===== config.mk =====
export PLATFORM = sky130hd
export DESIGN_NAME = lattice_shell_pixel_kernel
export DESIGN_NICKNAME = d
export VERILOG_FILES = /design/src/rtl/lsp_pkg.sv /design/src/rtl/lattice_shell_pixel_kernel.sv /design/src/rtl/lsp_rotate.sv /design/src/rtl/lsp_fold.sv /design/src/rtl/lsp_shell.sv
export SDC_FILE = /design/constraint.sdc
export NUM_CORES = 2
export LEC_CHECK = 0
export CAP_MARGIN = 20
export CORE_MARGIN = 10
export CORE_UTILIZATION = 45
export CTS_CLUSTER_SIZE = 14
export DETAILED_ROUTE_END_ITERATION = 16
export DONT_BUFFER_PORTS = 1
export PLACE_DENSITY = 0.71
export SYNTH_ARGS = -nofsm -noshare
export SYNTH_HDL_FRONTEND = slang
export SYNTH_SLANG_ARGS = --single-unit

===== constraint.sdc =====
create_clock -name aclk -period 10.3 [get_ports aclk]
set_input_delay 2.575 -clock aclk [delete_from_list [all_inputs] [get_ports aclk]]
set_output_delay 2.575 -clock aclk [all_outputs]
set_load 0.02 [all_outputs]

===== src/rtl/lsp_pkg.sv =====
`timescale 1ns / 1ps
// Shared types, constants and helpers for the lattice shell pixel kernel.
// Depends on nothing; every other file refers to it by scoped names.

package lsp_pkg;

    localparam int CFG_INDEX_W = 3;
    localparam int CFG_DATA_W  = 8;

    localparam logic [CFG_INDEX_W-1:0] REG_COS_A       = 3'd0;
    localparam logic [CFG_INDEX_W-1:0] REG_SIN_A       = 3'd1;
    localparam logic [CFG_INDEX_W-1:0] REG_COS_B       = 3'd2;
    localparam logic [CFG_INDEX_W-1:0] REG_SIN_B       = 3'd3;
    localparam logic [CFG_INDEX_W-1:0] REG_PITCH       = 3'd4;
    localparam logic [CFG_INDEX_W-1:0] REG_PHASE       = 3'd5;
    localparam logic [CFG_INDEX_W-1:0] REG_MORPH       = 3'd6;
    localparam logic [CFG_INDEX_W-1:0] REG_SHELL_COUNT = 3'd7;

    localparam logic signed [7:0] RST_COS_A       = 8'sd127;
    localparam logic signed [7:0] RST_SIN_A       = 8'sd0;
    localparam logic signed [7:0] RST_COS_B       = 8'sd127;
    localparam logic signed [7:0] RST_SIN_B       = 8'sd0;
    localparam logic [4:0]        RST_PITCH       = 5'd12;
    localparam logic [7:0]        RST_PHASE       = 8'd0;
    localparam logic [7:0]        RST_MORPH       = 8'd128;
    localparam logic [4:0]        RST_SHELL_COUNT = 5'd8;

    localparam logic [7:0]  FOLD_MID    = 8'd128;
    localparam logic [7:0]  RECIP_3     = 8'd171;
    localparam logic [11:0] RECIP_129   = 12'd4065;
    localparam logic [7:0]  BAND_SPAN   = 8'd129;
    localparam logic [7:0]  SEAM_LOW    = 8'd9;
    localparam logic [7:0]  SEAM_HIGH   = 8'd119;

    typedef struct packed {
        logic signed [7:0] pos_x;
        logic signed [7:0] pos_y;
        logic signed [7:0] pos_z;
    } in_item_t;

    typedef struct packed {
        logic [4:0] band;
        logic       on_seam;
    } out_item_t;

    typedef struct packed {
        logic signed [7:0] cos_a;
        logic signed [7:0] sin_a;
        logic signed [7:0] cos_b;
        logic signed [7:0] sin_b;
        logic [4:0]        pitch;
        logic [7:0]        phase;
        logic [7:0]        morph;
        logic [4:0]        shell_count;
    } cfg_t;

    typedef struct packed {
        logic signed [9:0]  qx;
        logic signed [16:0] nry;
        logic signed [16:0] nrz;
    } rot_t;

    typedef struct packed {
        logic [7:0] mx;
        logic [7:0] sm;
    } fold_t;

    // Signed divide by 128 that truncates toward zero.
    function automatic logic signed [9:0] div128(input logic signed [16:0] n);
        logic signed [16:0] t;
        begin
            t = n + (n[16] ? 17'sd127 : 17'sd0);
            return t[16:7];
        end
    endfunction

endpackage


===== src/rtl/lattice_shell_pixel_kernel.sv =====
`timescale 1ns / 1ps
// Throughput: one item per cycle while the output is not stalled; every stage is a
// multiplier-sized step with its own valid.
// A stalled output holds the pipeline only as far back as needed, so bubbles are squeezed out.
// Reset clears all valid bits and restores the configuration registers to their defaults.
// Top level of the lattice shell pixel kernel: configuration registers and the
// rotate, fold and shell stages. Depends on lsp_pkg, lsp_rotate, lsp_fold and lsp_shell.

module lattice_shell_pixel_kernel (
    input  logic                               aclk,
    input  logic                               aresetn,
    input  logic                               cfg_wr_en,
    input  logic [lsp_pkg::CFG_INDEX_W-1:0]    cfg_index,
    input  logic [lsp_pkg::CFG_DATA_W-1:0]     cfg_wdata,
    input  logic                               s_valid,
    output logic                               s_ready,
    input  lsp_pkg::in_item_t                  s_item,
    output logic                               m_valid,
    input  logic                               m_ready,
    output lsp_pkg::out_item_t                 m_item
);

    lsp_pkg::cfg_t  cfg_reg;
    lsp_pkg::rot_t  rot_data;
    lsp_pkg::fold_t fold_data;
    logic           rot_valid;
    logic           rot_ready;
    logic           fold_valid;
    logic           fold_ready;

    always_ff @(posedge aclk) begin
        if (!aresetn) begin
            cfg_reg.cos_a       <= lsp_pkg::RST_COS_A;
            cfg_reg.sin_a       <= lsp_pkg::RST_SIN_A;
            cfg_reg.cos_b       <= lsp_pkg::RST_COS_B;
            cfg_reg.sin_b       <= lsp_pkg::RST_SIN_B;
            cfg_reg.pitch       <= lsp_pkg::RST_PITCH;
            cfg_reg.phase       <= lsp_pkg::RST_PHASE;
            cfg_reg.morph       <= lsp_pkg::RST_MORPH;
            cfg_reg.shell_count <= lsp_pkg::RST_SHELL_COUNT;
        end else if (cfg_wr_en) begin
            unique case (cfg_index)
                lsp_pkg::REG_COS_A:       cfg_reg.cos_a       <= cfg_wdata;
                lsp_pkg::REG_SIN_A:       cfg_reg.sin_a       <= cfg_wdata;
                lsp_pkg::REG_COS_B:       cfg_reg.cos_b       <= cfg_wdata;
                lsp_pkg::REG_SIN_B:       cfg_reg.sin_b       <= cfg_wdata;
                lsp_pkg::REG_PITCH:       cfg_reg.pitch       <= cfg_wdata[4:0];
                lsp_pkg::REG_PHASE:       cfg_reg.phase       <= cfg_wdata;
                lsp_pkg::REG_MORPH:       cfg_reg.morph       <= cfg_wdata;
                lsp_pkg::REG_SHELL_COUNT: cfg_reg.shell_count <= cfg_wdata[4:0];
                default: begin
                end
            endcase
        end
    end

    lsp_rotate u_rotate (
        .aclk      (aclk),
        .aresetn   (aresetn),
        .cfg       (cfg_reg),
        .in_valid  (s_valid),
        .in_ready  (s_ready),
        .in_item   (s_item),
        .out_valid (rot_valid),
        .out_ready (rot_ready),
        .out_data  (rot_data)
    );

    lsp_fold u_fold (
        .aclk      (aclk),
        .aresetn   (aresetn),
        .cfg       (cfg_reg),
        .in_valid  (rot_valid),
        .in_ready  (rot_ready),
        .in_data   (rot_data),
        .out_valid (fold_valid),
        .out_ready (fold_ready),
        .out_data  (fold_data)
    );

    lsp_shell u_shell (
        .aclk      (aclk),
        .aresetn   (aresetn),
        .cfg       (cfg_reg),
        .in_valid  (fold_valid),
        .in_ready  (fold_ready),
        .in_data   (fold_data),
        .out_valid (m_valid),
        .out_ready (m_ready),
        .out_item  (m_item)
    );

    // Input back-pressure can only come from a result that is waiting at the output.
    assert property (@(posedge aclk) disable iff (!aresetn)
        !s_ready |-> (m_valid && !m_ready))
        else $error("lattice_shell_pixel_kernel: input stalled with output free");

endmodule


===== src/rtl/lsp_rotate.sv =====
`timescale 1ns / 1ps
// Two pipeline stages of the two-axis rotation.
// Depends on lsp_pkg for the item, configuration and stage types.

module lsp_rotate (
    input  logic              aclk,
    input  logic              aresetn,
    input  lsp_pkg::cfg_t     cfg,
    input  logic              in_valid,
    output logic              in_ready,
    input  lsp_pkg::in_item_t in_item,
    output logic              out_valid,
    input  logic              out_ready,
    output lsp_pkg::rot_t     out_data
);

    logic               s1_valid_reg;
    logic               s2_valid_reg;
    logic               s1_ready;
    logic               s2_ready;

    logic signed [7:0]  px;
    logic signed [7:0]  py;
    logic signed [7:0]  pz;
    logic signed [16:0] nx_next;
    logic signed [16:0] ny_next;
    logic signed [16:0] nx_reg;
    logic signed [16:0] ny_reg;
    logic signed [7:0]  pz_reg;

    logic signed [9:0]  qy;
    logic signed [9:0]  qx_next;
    logic signed [16:0] nry_next;
    logic signed [16:0] nrz_next;
    logic signed [9:0]  qx_reg;
    logic signed [16:0] nry_reg;
    logic signed [16:0] nrz_reg;

    assign s2_ready = !s2_valid_reg || out_ready;
    assign s1_ready = !s1_valid_reg || s2_ready;
    assign in_ready = s1_ready;

    assign px = in_item.pos_x;
    assign py = in_item.pos_y;
    assign pz = in_item.pos_z;

    assign nx_next = px * cfg.cos_a - py * cfg.sin_a;
    assign ny_next = px * cfg.sin_a + py * cfg.cos_a;

    assign qy       = lsp_pkg::div128(ny_reg);
    assign qx_next  = lsp_pkg::div128(nx_reg);
    assign nry_next = qy * cfg.cos_b - pz_reg * cfg.sin_b;
    assign nrz_next = qy * cfg.sin_b + pz_reg * cfg.cos_b;

    always_ff @(posedge aclk) begin
        if (!aresetn) begin
            s1_valid_reg <= 1'b0;
            s2_valid_reg <= 1'b0;
        end else begin
            if (s1_ready) begin
                s1_valid_reg <= in_valid;
            end
            if (s2_ready) begin
                s2_valid_reg <= s1_valid_reg;
            end
        end
    end

    always_ff @(posedge aclk) begin
        if (s1_ready && in_valid) begin
            nx_reg <= nx_next;
            ny_reg <= ny_next;
            pz_reg <= pz;
        end
        if (s2_ready && s1_valid_reg) begin
            qx_reg  <= qx_next;
            nry_reg <= nry_next;
            nrz_reg <= nrz_next;
        end
    end

    assign out_valid    = s2_valid_reg;
    assign out_data.qx  = qx_reg;
    assign out_data.nry = nry_reg;
    assign out_data.nrz = nrz_reg;

    // The first rotated axis never leaves twice the range of the input.
    assert property (@(posedge aclk) disable iff (!aresetn)
        s2_valid_reg |-> (qx_reg <= 10'sd256 && qx_reg >= -10'sd256))
        else $error("lsp_rotate: rotated x out of range");

endmodule


===== src/rtl/lsp_fold.sv =====
`timescale 1ns / 1ps
// Two pipeline stages: lattice fold of each axis, then max and mean norms.
// Depends on lsp_pkg for the configuration and stage types.

module lsp_fold (
    input  logic          aclk,
    input  logic          aresetn,
    input  lsp_pkg::cfg_t cfg,
    input  logic          in_valid,
    output logic          in_ready,
    input  lsp_pkg::rot_t in_data,
    output logic          out_valid,
    input  logic          out_ready,
    output lsp_pkg::fold_t out_data
);

    logic              s3_valid_reg;
    logic              s4_valid_reg;
    logic              s3_ready;
    logic              s4_ready;

    logic signed [9:0] ry;
    logic signed [9:0] rz;
    logic [7:0]        ax_next;
    logic [7:0]        ay_next;
    logic [7:0]        az_next;
    logic [7:0]        ax_reg;
    logic [7:0]        ay_reg;
    logic [7:0]        az_reg;

    logic [7:0]        mx_xy;
    logic [7:0]        mx_next;
    logic [8:0]        sum3;
    logic [16:0]       sum_scaled;
    logic [7:0]        sm_next;
    logic [7:0]        mx_reg;
    logic [7:0]        sm_reg;

    function automatic logic [7:0] fold_axis(input logic [7:0] v, input logic [4:0] pitch,
                                             input logic [7:0] phase);
        logic [12:0] prod;
        logic [7:0]  w;
        begin
            prod = v * pitch;
            w    = prod[7:0] + phase;
            return w[7] ? {1'b0, w[6:0]} : (lsp_pkg::FOLD_MID - w);
        end
    endfunction

    assign s4_ready = !s4_valid_reg || out_ready;
    assign s3_ready = !s3_valid_reg || s4_ready;
    assign in_ready = s3_ready;

    assign ry      = lsp_pkg::div128(in_data.nry);
    assign rz      = lsp_pkg::div128(in_data.nrz);
    assign ax_next = fold_axis(in_data.qx[7:0], cfg.pitch, cfg.phase);
    assign ay_next = fold_axis(ry[7:0], cfg.pitch, cfg.phase);
    assign az_next = fold_axis(rz[7:0], cfg.pitch, cfg.phase);

    assign mx_xy      = (ay_reg > ax_reg) ? ay_reg : ax_reg;
    assign mx_next    = (az_reg > mx_xy) ? az_reg : mx_xy;
    assign sum3       = {1'b0, ax_reg} + {1'b0, ay_reg} + {1'b0, az_reg};
    assign sum_scaled = sum3 * lsp_pkg::RECIP_3;
    assign sm_next    = sum_scaled[16:9];

    always_ff @(posedge aclk) begin
        if (!aresetn) begin
            s3_valid_reg <= 1'b0;
            s4_valid_reg <= 1'b0;
        end else begin
            if (s3_ready) begin
                s3_valid_reg <= in_valid;
            end
            if (s4_ready) begin
                s4_valid_reg <= s3_valid_reg;
            end
        end
    end

    always_ff @(posedge aclk) begin
        if (s3_ready && in_valid) begin
            ax_reg <= ax_next;
            ay_reg <= ay_next;
            az_reg <= az_next;
        end
        if (s4_ready && s3_valid_reg) begin
            mx_reg <= mx_next;
            sm_reg <= sm_next;
        end
    end

    assign out_valid   = s4_valid_reg;
    assign out_data.mx = mx_reg;
    assign out_data.sm = sm_reg;

endmodule


===== src/rtl/lsp_shell.sv =====
`timescale 1ns / 1ps
// Three pipeline stages: norm blend, shell scaling, and band split with seam test.
// Depends on lsp_pkg for the configuration, stage and result types.

module lsp_shell (
    input  logic               aclk,
    input  logic               aresetn,
    input  lsp_pkg::cfg_t      cfg,
    input  logic               in_valid,
    output logic               in_ready,
    input  lsp_pkg::fold_t     in_data,
    output logic               out_valid,
    input  logic               out_ready,
    output lsp_pkg::out_item_t out_item
);

    logic        s5_valid_reg;
    logic        s6_valid_reg;
    logic        s7_valid_reg;
    logic        s5_ready;
    logic        s6_ready;
    logic        s7_ready;

    logic [15:0] blend_mx;
    logic [15:0] blend_sm;
    logic [14:0] num_next;
    logic [14:0] num_reg;

    logic [15:0] div_sum;
    logic [7:0]  d_val;
    logic [12:0] t2_wide;
    logic [11:0] t2_next;
    logic [11:0] t2_reg;

    logic [23:0] band_prod;
    logic [4:0]  band_next;
    logic [11:0] band_base;
    logic [11:0] frac_wide;
    logic [7:0]  frac;
    logic        seam_next;
    lsp_pkg::out_item_t out_reg;

    assign s7_ready = !s7_valid_reg || out_ready;
    assign s6_ready = !s6_valid_reg || s7_ready;
    assign s5_ready = !s5_valid_reg || s6_ready;
    assign in_ready = s5_ready;

    assign blend_mx = in_data.mx * {8'd0, ~cfg.morph};
    assign blend_sm = in_data.sm * cfg.morph;
    assign num_next = blend_mx[14:0] + blend_sm[14:0];

    // Exact divide by 255 for a 15-bit dividend.
    assign div_sum = {1'b0, num_reg} + 16'd1 + {9'd0, num_reg[14:8]};
    assign d_val   = div_sum[15:8];
    assign t2_wide = d_val * cfg.shell_count;
    assign t2_next = t2_wide[11:0];

    // Divide by 129 through a reciprocal that is exact for dividends below 4096.
    assign band_prod = t2_reg * lsp_pkg::RECIP_129;
    assign band_next = band_prod[23:19];
    assign band_base = {band_next, 7'd0} + {7'd0, band_next};
    assign frac_wide = t2_reg - band_base;
    assign frac      = frac_wide[7:0];
    assign seam_next = (frac < lsp_pkg::SEAM_LOW) || (frac > lsp_pkg::SEAM_HIGH);

    always_ff @(posedge aclk) begin
        if (!aresetn) begin
            s5_valid_reg <= 1'b0;
            s6_valid_reg <= 1'b0;
            s7_valid_reg <= 1'b0;
        end else begin
            if (s5_ready) begin
                s5_valid_reg <= in_valid;
            end
            if (s6_ready) begin
                s6_valid_reg <= s5_valid_reg;
            end
            if (s7_ready) begin
                s7_valid_reg <= s6_valid_reg;
            end
        end
    end

    always_ff @(posedge aclk) begin
        if (s5_ready && in_valid) begin
            num_reg <= num_next;
        end
        if (s6_ready && s5_valid_reg) begin
            t2_reg <= t2_next;
        end
        if (s7_ready && s6_valid_reg) begin
            out_reg.band    <= band_next;
            out_reg.on_seam <= seam_next;
        end
    end

    assign out_valid = s7_valid_reg;
    assign out_item  = out_reg;

    // The blended distance stays within the fold's half period.
    assert property (@(posedge aclk) disable iff (!aresetn)
        s5_valid_reg |-> (d_val <= lsp_pkg::FOLD_MID))
        else $error("lsp_shell: blended distance out of range");

    // The reciprocal split leaves a remainder below one band.
    assert property (@(posedge aclk) disable iff (!aresetn)
        s6_valid_reg |-> (frac_wide < {4'd0, lsp_pkg::BAND_SPAN}))
        else $error("lsp_shell: band remainder out of range");

endmodule


---- Yosys cells after proc, flatten, opt, wreduce, memory -nomap -nowiden ----
Cells that the tools add are included.
cells by class
  add/subtract/negate cells ............... 21
  $mul .................................... 16
  divide/modulo/power cells ............... 0
  $lt $le $gt $ge ......................... 4
  equal/unequal tests ..................... 7
  shifts and indexed selects .............. 0
  muxes and demuxes ....................... 9
  bitwise gates (word level) .............. 1
  reductions and logical operators ........ 31
operators by type and width
  cell                                                                   count
  8-bit by 8-bit multiplier with 16-bit output                           6
  7-bit 2-to-1 mux                                                       7
  15-bit adder                                                           3
  17-bit adder                                                           2
  10-bit by 8-bit multiplier with 17-bit output                          2
  17-bit subtractor                                                      2
  8-bit by 8-bit multiplier with 15-bit output                           2
  8-bit adder                                                            3
  12-bit by 12-bit multiplier with 24-bit output, second input constant  1
  8-bit by 5-bit multiplier with 8-bit output                            3
  8-bit subtractor, first input constant                                 3
  17-bit by 8-bit adder with 17-bit output                               1
  9-bit by 8-bit multiplier with 17-bit output, second input constant    1
  15-bit by 1-bit adder with 16-bit output, second input constant        1
  16-bit by 7-bit adder with 16-bit output                               1
  8-bit > comparator                                                     2
  8-bit 2-to-1 mux                                                       2
  2-bit AND reduction                                                    8
  15-bit by 8-bit adder with 15-bit output                               1
  3-bit == test, second input constant                                   4
  8-bit by 5-bit multiplier with 12-bit output                           1
  8-bit by 8-bit adder with 9-bit output                                 1
  9-bit by 8-bit adder with 9-bit output                                 1
  8-bit by 5-bit adder with 8-bit output                                 1
  10 further kinds                                                       30
word-level totals
  register bits ........................... 222
  bits in latches ......................... 0
  bits in writable memories ............... 0
  ROM bits ................................ 0
  bits of input ports ..................... 40
  word-level logic and storage cells ...... 122
  memories kept ........................... 0

---- Longest topological paths before layout ----
  word-level depth ........................ 9
  gate-level depth with buffers ........... 34
  gate-level depth less buffers ........... 33

---- By module ----
Synthesis repeated with hierarchy kept, for this count alone.
unflattened totals
  cells, all modules ...................... 4435
  area, all modules ....................... 43943.4 um2
modules (own cells, without submodules)
  module                      times used  cells each  area each (um2)
  lsp_rotate                  1           2525        25199.2
  lsp_shell                   1           924         9217.6
  lsp_fold                    1           767         7239.4
  lattice_shell_pixel_kernel  1           219         2287.2

---- Worst setup path before layout ----
Ideal clock, no wire load.
  path type ............................... reg2reg
  start ................................... reg cfg_reg[36] (netlist name)
  end ..................................... reg u_rotate.nrz_reg[16], data pin
  library setup time ...................... 0.259 ns
  arrival ................................. 7.723 ns
  data required time ...................... 10.041 ns
  setup slack ............................. 2.318 ns
  stages on the path, launching flop included .. 34
  cells stage by stage .................... dfxtp_1 > clkbuf_1 > nand2_1 > fa_1 > inv_1 > ha_1 > inv_1 > fa_1 > fa_1 > inv_1 > ha_1 > nor2b_1 > o21ai_0 > a21oi_1 > o21ai_0 > a21boi_0 > o21a_1 > o21ai_0 > a21oi_1 > a2111oi_0 > fa_1 > inv_1 > fa_1 > inv_1 > fa_1 > inv_1 > fa_1 > ha_1 > ha_1 > or2_2 > a21oi_1 > a31oi_1 > xnor2_1 > xnor2_1
on the way
  word-level cells in the longest chain between the ends .. 2
RTL lines
  what                                          line                              source
  start: declaration                            lattice_shell_pixel_kernel.sv:23  lsp_pkg::cfg_t cfg_reg;
  8-bit by 8-bit multiplier with 16-bit output  lsp_rotate.sv:53                  assign nrz_next = qy * cfg.sin_b + pz_reg * cfg.cos_b;
  17-bit adder                                  lsp_rotate.sv:53
  via u_rotate.nrz_next[16]                     lsp_rotate.sv:34                  logic signed [16:0] nrz_next;
  end signal: assignment                        lsp_rotate.sv:78                  nrz_reg <= nrz_next;
  end: declaration                              lsp_rotate.sv:37                  logic signed [16:0] nrz_reg;
The timed path passes the listed nets, and every way through them passes these cells.
A chain may end at the register's enable or synchronous reset.

---- Worst setup path after layout ----
  start ................................... reg u_rotate.pz_reg[3]
  end ..................................... reg u_rotate.nrz_reg[16], data pin
on the way
  word-level cells in the longest chain between the ends .. 2
RTL lines
  what                                          line              source
  start: declaration                            lsp_rotate.sv:29  logic signed [7:0] pz_reg;
  start signal: assignment                      lsp_rotate.sv:73  pz_reg <= pz;
  8-bit by 8-bit multiplier with 16-bit output  lsp_rotate.sv:53
  17-bit adder                                  lsp_rotate.sv:53
  via u_rotate.nrz_next[16]                     lsp_rotate.sv:34
The timed path passes the listed nets, and every way through them passes these cells.

==> metrics.yaml <==
wl_per_cell_um: 15.5
cts_buffers: 29
outcome: "completed"
critical-path-max-stage-delay_ns: 0.62
hold_path.startpoint: "cfg_reg[19]"
place.gp.congestion: 0.847
grt_pass1_vias: 31185
rrSetupSlack_ns: 1.42
post-route-period-util_pct: 86.3
io_pins: 48
fp.coreArea_um2: 96300
critPathBufInv: 6
fin_setup_tns_ns: 0
synth.yosys.seq_area_share_pct: 13.6
syn_inst: 4568
drtIter0Drc: 1439
final-hold-violation-count: 0
dp.cells: 5754
dr.pass1.iters: 5
synth_top_flop_cell: "edfxtp_1"
instances_no_fill: 5812
crit_required_ns: 10.62
ant_nets: 0
synth_cell_type_count: 65
hold_buffers: 0
pre_cts_ws_ns: 1.17
cts_tree: "built"
path_max_fanout: 16
die_w_um: 331
flow.area_growth_from_synthesis_pct: 5.32
drc_errors: 0
viasPerCell: 5.03
start_util_pct: 45.2
clock_skew_ns: 0.0117
netlist_area_um2: 43500
grt_pass1_wl_um: 156000
synth-edff-count: 154
cts_root_buf: "clkbuf_16"
critPathLaunchType: "flip-flop"
final_max_slew_viol_count: 0
min_path_cells: 2
ys_seq_elements: 219
grt_overflow: 0
critPathMostFrequentCell: "fa_1"
wirelength_um: 89800
clock_sinks: 219
cap_violations: 0
cts_buffer_depth: 3
crit_slowest_cell: "edfxtp_1"
portBuffers: 0
dieHeight_um: 331
syn_avg_cell_area_um2: 9.53
async_flop_share_pct: 0
tightest_slew_ns: 1.07
grt_start_max_net_pins: 66
dp_hpwl_um: 73100
track_usage_pct: 17.2
critPathArrivalTime_ns: 9.21
core.rowCount: 114
drive_gt1_share_pct: 2.38
die_area_um2: 110000
cp_top_family: "adder cells"
fin_nets: 5835
cp-end-kind: "flip-flop"
r2r_start: "u_rotate.pz_reg[3]"
post_cts_buffers: 0
cts.repair.resized: 0
r2r_cells: 32
largest_reg_flops: 58
htreeDepth: 1
max_freq_mhz: 113
max_slew_margin_pct: 28.7
whs_ns: 0.465
synth_warnings: 0
timing.rr.end: "u_rotate.nrz_reg[16]"
hold_class: "flip-flop to flip-flop"
crit_type: "flip-flop to flip-flop"
insertion_delay_ns: 0.57
rsz0062_at_grt: "false"
worst-path-stages: 32
setup_ws_ns: 1.42
syn_nets: 5892
antenna_found_initial: 0
num_vias: 29226
period_minus_slack_ns: 8.88
min_to: "cfg_reg[19]"
path_clk_slew_ns: 0.06
setup_violations: 0
==> tightest hold or removal path: cells and delay by family, from the launching register on <==
kind             cells  cell delay (ns)
flip-flops           1             0.31
AO/OA/AOI/OAI        1             0.06
AND/OR/NAND/NOR      1             0.05
==> how the worst max path moves through the flow <==
| stage | from | to |
|---|---|---|
| floorplan | cfg_reg[36] | u_rotate.nrz_reg[16] |
| global placement | u_rotate.pz_reg[3] | u_rotate.nrz_reg[16] |
| detailed placement | u_rotate.pz_reg[3] | u_rotate.nrz_reg[16] |
| CTS | u_rotate.pz_reg[3] | u_rotate.nrz_reg[16] |
| global route | u_rotate.pz_reg[3] | u_rotate.nrz_reg[16] |
| finish | u_rotate.pz_reg[3] | u_rotate.nrz_reg[16] |
==> stage by stage <==
| step | util [%] | cell area [µm²] |
|---|---|---|
| global placement | 46.6 | 44900 |
| CTS | 47.6 | 45800 |
| finish | 47.6 | 45800 |
| global route | 47.6 | 45800 |
| floorplan | - | 43500 |
| detailed placement | 46.6 | 44900 |
==> synthesized netlist by cell type, types with 65 or more instances <==
library cell	n	area (µm²)
edfxtp_1	154	4620
xnor2_1	233	2040
xor2_1	70	613
nand2b_1	89	557
ha_1	566	7080
nor2b_1	89	557
nor2_1	135	507
inv_1	976	3660
fa_1	718	14400
nand2_1	401	1510
dfxtp_1	65	1300
a21oi_1	120	601
clkbuf_1	109	409
and2_1	382	2390
==> layout make-up <==
class,count,area (µm²)
Sequential cell,219,5930
Inverter,976,3660
Clock inverter,22,190
Tap cell,1276,1600
Fill cell,8908,50400
Timing Repair Buffer,23,178
Clock buffer,31,733
Multi-Input combinational cell,3262,33500
Antenna cell,3,7.51
==> kinds of logic after synthesis <==
group	after synthesis	synth area share [%]
buffers and inverters	1087	9.38
other	1	0.00862
AO/OA/AOI/OAI	399	6.11
XOR/XNOR	307	6.28
AND/OR/NAND/NOR	1238	14.5
flip-flops	219	13.6
adder cells (fa/ha/maj)	1286	49.3
multiplexers	31	0.745
==> routing by layer <==
metal / GRT usage [%] / vias up / part of all wire (%)
met1: 22.3 / 14543 / 43
li1: - / 14030 / -
met5: 0 / - / 0
met4: 3.78 / 0 / 2.3
met2: 30.2 / 535 / 49
met3: 2.67 / 118 / 5.3
==> cells in the final DEF (no fill, tap or decap), types with 43 or more instances in the layout <==
cell type / n
edfxtp_1: 154
o21ai_0: 43
nand3_1: 47
a21oi_1: 119
inv_1: 976
and2_1: 382
xor2_1: 70
nor2b_1: 88
xnor2_1: 232
a21o_1: 47
nand2b_1: 89
dfxtp_1: 65
nor2_1: 135
fa_1: 718
nand2_1: 401
ha_1: 566
Power is not shown: default switching activity piles up to over one toggle a cycle in this logic, so the estimate is an artifact.
